--- src/rtl/ncs_ram.sv ---
// Generic single-write, single-read RAM with registered read data.
// No dependencies.
`default_nettype none

module ncs_ram #(
    parameter int WIDTH = 8,
    parameter int DEPTH = 16
) (
    input  wire logic                                    clk,
    input  wire logic                                    we,
    input  wire logic [(DEPTH > 1 ? $clog2(DEPTH) : 1)-1:0] waddr,
    input  wire logic [WIDTH-1:0]                        wdata,
    input  wire logic [(DEPTH > 1 ? $clog2(DEPTH) : 1)-1:0] raddr,
    output logic      [WIDTH-1:0]                        rdata
);

    logic [WIDTH-1:0] mem [DEPTH];

    always_ff @(posedge clk)
    begin
        if (we)
        begin
            mem[waddr] <= wdata;
        end
        rdata <= mem[raddr];
    end

endmodule

`default_nettype wire

--- config.mk ---
export PLATFORM = sky130hd
export DESIGN_NAME = ncs_ram
export DESIGN_NICKNAME = d
export VERILOG_FILES = /design/src/rtl/ncs_ram.sv
export SDC_FILE = /design/constraint.sdc
export NUM_CORES = 1
export LEC_CHECK = 0
export BUFFER_PORTS_ARGS = -buffer_cell sky130_fd_sc_hd__buf_2
export CAP_MARGIN = 5
export CORE_MARGIN = 5
export CORE_UTILIZATION = 32
export CTS_BUF_LIST = sky130_fd_sc_hd__clkbuf_8
export DETAILED_ROUTE_END_ITERATION = 10
export SLEW_MARGIN = 40
export SYNTH_ARGS = -nofsm -noshare
export SYNTH_HDL_FRONTEND = slang
export SYNTH_SLANG_ARGS = --single-unit
--- constraint.sdc ---
create_clock -name clk -period 2 [get_ports clk]
set_clock_uncertainty 0.1 [all_clocks]
set_input_delay 0.1 -clock clk [delete_from_list [all_inputs] [get_ports clk]]
set_output_delay 0.1 -clock clk [all_outputs]
set_load 0.03 [all_outputs]
==> impl_metrics.tcl <==
set metrics [dict create \
    io_pins 26 \
    dr.first_iter.drc_count 270 \
    finalWorstPathRequiredPeriod_ns 1.527 \
    worstPathMaxFanout 1 \
    chipWidth_um 136.8 \
    switching_share_pct 20.35 \
    critical-path-slowest-cell "mux4_1" \
    postSynthCellCount 229 \
    worst-setup-path-type "reg -> reg" \
    worstRegToRegCells 3 \
    fmax_mhz 655.0 \
    cts_tree "done" \
    run_status "complete, no violations" \
    timing_worst_slew_pin_value_ns 0.6284 \
    internal_power_uw 4790 \
    endpoint_kind "flop" \
    start_util_pct 32.52 \
    final_nets 309 \
    synth_top_cells_by_area "edfxtp_1, mux4_2, mux4_1, dfxtp_1, a22oi_1" \
    report.final.setup_viol 0 \
    cp.arrival_ns 1.73 \
    maxSlewHeadroom_pct 57.96 \
    worst_hold_path.num_cells 3 \
    grt_setup_unrepaired "false" \
    worst-endpoint-required_ns 2.21 \
    dp_hpwl_mm 6.331 \
    clk-insertion-delay-late_ns 0.43 \
    pwr-share-comb_pct 5.7 \
    die_h_um 136.8 \
    timing.critical_path.max_delay_family "multiplexers" \
    vias_in_the_first_global_route 2534 \
    cpPeakStageDelay_ns 0.52 \
    number_of_buffers_created_by_cts 17 \
    floorplan.rows 46 \
    route.antenna.remaining_nets 0 \
    min_delay_worst_endpoint "mem[4][3]" \
    clock_sinks 136 \
    setup.reg_to_reg.worst_slack_ns 0.47 \
    hold_viol 0 \
    detail_route.first_pass.iterations 4 \
    post_cts_resize_count 0 \
    min-delay-start "waddr[0]" \
    crit_path_start "mem[1][1]" \
    vdd_drop_max_mv 0.3852 \
    drv.max_cap_violation_count 0 \
    maxSlewViolCount 0 \
    post-layout-total-power_uw 6014 \
    xor_xnor_cell_area_share_of_the_yosys_netlist_pct 0 \
    yosysTopAreaCellShare_pct 74.67 \
    area_growth_syn_to_layout_pct 19.59 \
    dieArea_sq_um 18720 \
    detail_route.wl_per_cell_um 18.65 \
    postSynthRegisterBits 136 \
    synth_simple_gate_area_share_pct 3.184 \
    insertedDiodeCount 0 \
    dr_total_vias 2389 \
    synth_cell_type_count 19 \
    gr-total-overflow 0 \
    cts_htree_levels 4 \
    post-cts-setup-buffers 0 \
    final.period_utilization_pct 76.33 \
    setup.worst_path.start_class "flop" \
    root_buffer "clkbuf_8" \
    dominant_combinational_cell_family_by_area_after_synthesis "multiplexers" \
    synth_top_cell_by_area "edfxtp_1" \
    grt_antenna_before_repair 1 \
    wire_length_of_the_first_global_routing_pass_mm 15.35 \
    share_of_total_power_in_the_clock_network_pct 41.1 \
    cts-root-to-sink-buffers 2 \
    globalRouteTotalUtil_pct 11.48 \
    syn_avg_cell_area_sq_um 22.48 \
    postLayoutCoreUtil_pct 38.89 \
    synthesis.area_sq_um 5147 \
    leakage_uw 0.002072 \
    post_cts_hold_buffer_count 8 \
    synth.net_count 247 \
    crit_path_cell_trace "mux4_1, a22oi_1, nand2_1" \
    gp_congestion 0.7009 \
    power.share.sequential_pct 53.2 \
    synth-seq-area-share_pct 77.78 \
    compound_cell_area_share_of_the_yosys_netlist_pct 2.333 \
    yosys_warnings 0 \
    clkTransAtPathRegs_ns 0.08 \
    worstReg2RegStart "mem[1][1]" \
    post_route_cells_drive_above_1_share_pct 30.59 \
    synth-adder-area-share_pct 0 \
    power_density_over_the_cells_nw_per_um2 977.0 \
    grt_start_max_net_pins 33 \
    setup_total_negative_slack_ns 0 \
    p_sw_uw 1224 \
    postRouteWirelength_mm 9.696 \
    place.port_buffers 25 \
    post_synth_mux_area_share_pct 15.02 \
    vias_per_cell 4.594 \
    holdCritPathClass "in -> reg" \
    critPathBufInv 0 \
    worstReg2RegEnd "rdata[1]" \
    design.core.area_sq_um 15830 \
    detail_route.drc_violations 0 \
]
worst max path at each step:
stage                endpoint  slack [ns]  depth (start not counted)
floorplan           mem[0][0]        0.31                          2
global placement     rdata[1]        0.31                          5
detailed placement   rdata[1]        0.31                          5
CTS                  rdata[1]        0.51                          3
global route         rdata[1]        0.42                          3
finish               rdata[1]        0.47                          3
logic make-up (layout without fill, tap and decap cells):
logic type / Yosys count / count (layout)
compound gates: 16 / 16
buf+inv: 10 / 85
flops: 136 / 136
mux: 32 / 32
simple gates: 35 / 35
sequential cells by signal (all words and copies together) (netlist names):
register  cells
rdata         8
mem         128
power by group through the flow:
stage	Combinational, uW	Clock, uW	Sequential [uW]
floorplan	162	0	3300
global placement	330	0	3260
detailed placement	336	0	3270
CTS	348	2510	3200
global route	373	2670	3210
finish	342	2470	3200
worst min-delay path, stage by stage:
cell,delay [ns]
buf_2,0.14
nor3_1,0.08
buf_4,0.14
through the flow:
step | area, sq um | hold slack (ns) | instances | setup WS [ns]
after floorplan | 5147 | 0.09887 | 229 | 0.3071
after global placement | 5632 | 0.3908 | 480 | 0.3079
after detailed placement | 5632 | 0.4032 | 480 | 0.3107
after CTS | 6156 | 0.07679 | 520 | 0.5078
after global routing | 6156 | 0.09066 | 520 | 0.4163
final | 6156 | 0.1024 | 520 | 0.4734
placed cells by master, fill, tap and decap left out, types with 2 or more instances in the layout:
master         count
edfxtp_1         128
buf_2             25
mux4_2            18
buf_4             18
clkbuf_8          17
a22oi_1           16
mux4_1            14
nor2_1            13
nand2_1            9
dlygate4sd3_1      8
dfxtp_1            8
bufinv_16          5
nor3_1             4
clkinv_4           3
clkinv_2           3
nand3b_1           2
nand2b_1           2
inv_1              2
buf_12             2
area by class of cell:
cell class,count,area (sq um)
repair buffers,53,380.4
fillers,1436,9672
well taps,216,270.3
clock inverters,15,210.2
multi-input cells,83,1057
flip-flops and latches,136,4004
clock buffers,17,234.0
cells in the mapped netlist, drive strengths merged:
master         count
and2b              1
nand3b             2
nand2b             2
nand2              9
and2               1
buf                7
nor2              13
edfxtp           128
nand3              1
nor3               4
a22oi             16
mux4              32
dfxtp              8
nor2b              1
clkdlybuf4s25      3
or3b               1
layer usage:
metal	GRT usage (%)	part of all wire (%)	up-vias
li1	-	-	1099
met1	15.77	47	1216
met2	17.31	47	63
met3	3.382	4.7	9
met4	4.490	1.1	2
met5	0	0.13	-
No activity file was read; power rests on OpenSTA's default activity.
