===== config.mk =====
export PLATFORM = sky130hd
export DESIGN_NAME = ncs_acc
export DESIGN_NICKNAME = d
export VERILOG_FILES = /design/src/rtl/ncs_pkg.sv /design/src/rtl/ncs_acc.sv
export SDC_FILE = /design/constraint.sdc
export NUM_CORES = 1
export LEC_CHECK = 0
export ABC_AREA = 1
export BUFFER_PORTS_ARGS = -buffer_cell sky130_fd_sc_hd__buf_2
export CAP_MARGIN = 5
export CORE_MARGIN = 5
export CORE_UTILIZATION = 33
export DETAILED_ROUTE_END_ITERATION = 8
export PLACE_DENSITY = 0.63
export SYNTH_ARGS = -nofsm -noshare
export SYNTH_HDL_FRONTEND = slang
export SYNTH_SLANG_ARGS = --single-unit

===== constraint.sdc =====
create_clock -name clk -period 4.65 [get_ports clk]
set_clock_uncertainty 0.05 [all_clocks]
set_input_delay 0.465 -clock clk [delete_from_list [all_inputs] [get_ports clk]]
set_output_delay 0.465 -clock clk [all_outputs]
set_load 0.05 [all_outputs]

===== src/rtl/ncs_pkg.sv =====
// Package for the nullable column store: field widths, operation and status
// codes, element kinds, register indexes and the accumulator control struct.
// No dependencies.
`default_nettype none

package ncs_pkg;

    localparam int ELEM_W      = 64;
    localparam int OP_W        = 2;
    localparam int IDX_W       = 16;
    localparam int STATUS_W    = 2;
    localparam int CNT_W       = 11;
    localparam int KIND_W      = 3;
    localparam int CFG_IDX_W   = 2;
    localparam int CFG_DATA_W  = 11;
    localparam int DEPTH_DEFAULT = 1024;

    typedef enum logic [OP_W-1:0] {
        OP_WRITE_VALUE = 2'd0,
        OP_WRITE_NULL  = 2'd1,
        OP_READ        = 2'd2,
        OP_REDUCE      = 2'd3
    } op_t;

    typedef enum logic [STATUS_W-1:0] {
        ST_OK           = 2'd0,
        ST_INDEX_RANGE  = 2'd1,
        ST_NULL_DENIED  = 2'd2,
        ST_VALUE_RANGE  = 2'd3
    } status_t;

    localparam logic [KIND_W-1:0] KIND_INT8  = 3'd0;
    localparam logic [KIND_W-1:0] KIND_INT16 = 3'd1;
    localparam logic [KIND_W-1:0] KIND_INT32 = 3'd2;
    localparam logic [KIND_W-1:0] KIND_INT64 = 3'd3;
    localparam logic [KIND_W-1:0] KIND_BOOL  = 3'd4;

    localparam logic [CFG_IDX_W-1:0] CFG_ELEM_KIND     = 2'd0;
    localparam logic [CFG_IDX_W-1:0] CFG_NULLS_ALLOWED = 2'd1;
    localparam logic [CFG_IDX_W-1:0] CFG_COL_LENGTH    = 2'd2;

    typedef struct packed {
        logic clear;
        logic enable;
        logic bool_mode;
    } acc_ctl_t;

endpackage

`default_nettype wire


===== src/rtl/ncs_acc.sv =====
// Reduce unit: wrapping sum, min/max (AND/OR for bool) and seen flag,
// advanced by one element per enabled cycle. Depends on ncs_pkg.
`default_nettype none

module ncs_acc (
    input  wire logic                              clk,
    input  wire logic                              rst_n,
    input  wire ncs_pkg::acc_ctl_t                 ctl,
    input  wire logic signed [ncs_pkg::ELEM_W-1:0] value,
    output logic signed [ncs_pkg::ELEM_W-1:0]      sum,
    output logic signed [ncs_pkg::ELEM_W-1:0]      lo,
    output logic signed [ncs_pkg::ELEM_W-1:0]      hi,
    output logic                                   found
);

    logic signed [ncs_pkg::ELEM_W-1:0] sum_next;
    logic signed [ncs_pkg::ELEM_W-1:0] lo_next;
    logic signed [ncs_pkg::ELEM_W-1:0] hi_next;

    always_comb
    begin
        sum_next = sum + value;
        if (!found)
        begin
            lo_next = value;
            hi_next = value;
        end
        else if (ctl.bool_mode)
        begin
            lo_next = lo & value;
            hi_next = hi | value;
        end
        else
        begin
            lo_next = (value < lo) ? value : lo;
            hi_next = (value > hi) ? value : hi;
        end
    end

    always_ff @(posedge clk or negedge rst_n)
    begin
        if (!rst_n)
        begin
            found <= 1'b0;
            sum   <= '0;
            lo    <= '0;
            hi    <= '0;
        end
        else if (ctl.clear)
        begin
            found <= 1'b0;
            sum   <= '0;
            lo    <= '0;
            hi    <= '0;
        end
        else if (ctl.enable)
        begin
            found <= 1'b1;
            sum   <= sum_next;
            lo    <= lo_next;
            hi    <= hi_next;
        end
    end

endmodule

`default_nettype wire

==> results.json <==
{
  "cts_setup_buffers": 0,
  "status": "finished clean",
  "min_period_ns": 3.65,
  "die_x_um": 252,
  "clockBufferDepth": 2,
  "grt_usage_pct": 19.8,
  "syn_nets": 3119,
  "antenna_found_initial": 4,
  "hold_viol": 0,
  "yosys_warnings": 0,
  "ys_seq_area_share_pct": 25.0,
  "numCtsBuffers": 17,
  "finalPower_mw": 6.16,
  "vias": 17870,
  "syn_area_sq_mm": 0.0193,
  "cts_sinks": 193,
  "fp.dieArea_sq_mm": 0.0634,
  "routed_wl_um": 63600,
  "period_share_pct": 78.5,
  "first_global_vias": 17156,
  "syn_area_per_cell_sq_um": 7.06,
  "cts_tree": "done",
  "ios": 262,
  "worst_pin_slew_ns": 1.28,
  "tns_ns": 0,
  "power.density_mw_per_mm2": 283,
  "grt.overflow.total": 0,
  "cp.required_ns": 5.03,
  "critPathKind": "flop to flop",
  "worstPathArrival_ns": 4.03,
  "remaining_drc_errors": 0,
  "dp_hpwl_um": 50800,
  "viasPerCell": 4.79,
  "relSlewSlack_pct": 14.0,
  "cts_root_buf": "clkbuf_16",
  "final-setup-viol-count": 0,
  "initial_core_util_pct": 33.4,
  "clock.fmax_ghz": 0.274,
  "layout-drive-gt1-share_pct": 15.4,
  "num_rows": 88,
  "gp_congestion": 0.963,
  "cts.clk_slew.worst_paths_ns": 0.08,
  "yosysMostFrequentCell": "nand2_1",
  "nNetsFinal": 3339,
  "wl_per_cell_um": 17.0,
  "netlist_instances": 2732,
  "port_buffers": 261,
  "synth_top_area_cell": "dfrtp_1",
  "first_pass_iters": 5,
  "die_y_um": 252,
  "antenna_left": 0,
  "hp-class": "input port to flop",
  "slew_viol_final": 0,
  "synth_top_flop_cell": "dfrtp_1",
  "drtIter0Drc": 1066,
  "startpoint_type": "flop",
  "syn2layout_area_growth_pct": 12.7,
  "maxCapViolCount": 0,
  "synth.area.top_cells": "dfrtp_1 (25%), ha_1 (21%), nand2_1 (17%), inv_1 (7.4%), nand3_2 (6.3%)",
  "fp.coreArea_sq_mm": 0.0578,
  "grt_max_degree": 91,
  "endpoint_kind": "flop",
  "synth_edf_count": 0,
  "ys_ff_latch": 193,
  "grt_pass1_wl_um": 99200,
  "p_leak_nw": 11.7,
  "async_reset_ff_share_pct": 100,
  "synth_top_cell_area_share_pct": 25.0,
  "vdd_drop_max_mv": 0.289,
  "worst-path-max-fanout": 64,
  "ys_types": 48,
  "rsz0062_at_grt": "no",
  "cts_htree_levels": 4,
  "synthTopCellsByCount": "nand2_1 (848), inv_1 (382), ha_1 (317)",
  "clkLatencyLatePin_ns": 0.50
}
==> area by class of cell <==
type                    instances  area, sq um
repair buffers                276         1510
diodes                          2         5.00
fillers                      6220        36100
well taps                     765          957
flip-flops and latches        193         4830
inverters                     387         1450
multi-input cells            2077        12400
clock inverters                12          111
clock buffers                  20          437
==> cells in the final DEF (no fill, tap or decap), types with 22 or more instances in the layout <==
master	count
ha_1	317
o21bai_1	22
nor2_1	232
inv_1	381
o21ai_1	34
o21ai_0	154
nand2_1	847
nand3_1	63
dfrtp_1	193
a21oi_1	152
nand3_2	121
buf_2	260
==> timing repair <==
item | CTS | global route
hold buffers | 1 | 0
gates resized for setup | 0 | 0
hold endpoints to repair | 71 | 0
==> worst max-delay path, stage by stage (launching register included) <==
cell     delay [ns]
dfrtp_1        0.39
inv_1          0.06
ha_1           0.28
nand2_1        0.08
nor4_1         1.08
and3_1         0.27
nand2_1        0.07
nand3_1        0.13
nand3_4        0.42
nand2_4        0.20
buf_12         0.31
nand2_1        0.12
nand2_1        0.08
==> per-stage QoR <==
stage | cell area, sq um | utilization (%) | hold slack, ns | std cells | worst slack, ns
4_1_cts | 21700 | 37.6 | 0.236 | 3730 | 0.974
2_1_floorplan | 19300 | - | 0.119 | 2732 | 2.16
6_report | 21700 | 37.6 | 0.283 | 3732 | 0.999
3_5_place_dp | 21200 | 36.6 | 0.427 | 3697 | 0.820
3_3_place_gp | 21200 | 36.6 | 0.426 | 3697 | 0.843
5_1_grt | 21700 | 37.6 | 0.282 | 3731 | 0.770
==> flip-flops by register name, indices dropped and copies added, names as in the netlist <==
register and flops:
lo 64, sum 64, found 1, hi 64
==> final timing paths <==
check	slack, ns	from	to	cells after the start
setup / recovery	1.0	lo[39]	lo[26]	12
hold / removal	0.28	ctl[2]	found	2
setup reg to reg	1.0	lo[39]	lo[26]	12
hold reg to reg	0.44	hi[58]	hi[58]	2
max in group asynchronous	3.01	rst_n	sum[41]	3
min in group asynchronous	0.52	rst_n	lo[24]	2
==> per-layer routing <==
metal  vias up  wire (um)  share of wire [%]  track usage, %
li1       9180          -                  -               -
met1      8222      29400                 46            27.1
met2       417      29300                 46            32.5
met3        49       3900                6.1            4.15
met4         2        967                1.5            4.27
met5         -          7              0.011               0
==> power breakdown <==
group	switching (mW)	leakage [nW]	total, mW	internal [mW]
sequential	0.150	2.57	1.98	1.83
clock	0.751	0.261	1.49	0.739
combinational	1.96	8.89	2.69	0.732
==> logic make-up (layout without fill, tap and decap cells) <==
logic type               count (synthesis)  in the layout  synth area share [%]
AO/OA/AOI/OAI                          406            406                  11.4
XOR/XNOR                                17             17                 0.772
adder cells (fa/ha/maj)                318            318                  20.7
other                                    0              2                     0
buffers and inverters                  462            695                  10.5
flip-flops                             193            193                  25.0
AND/OR/NAND/NOR                       1336           1336                  31.6
Note: power is estimated with default switching activity, not from simulation.
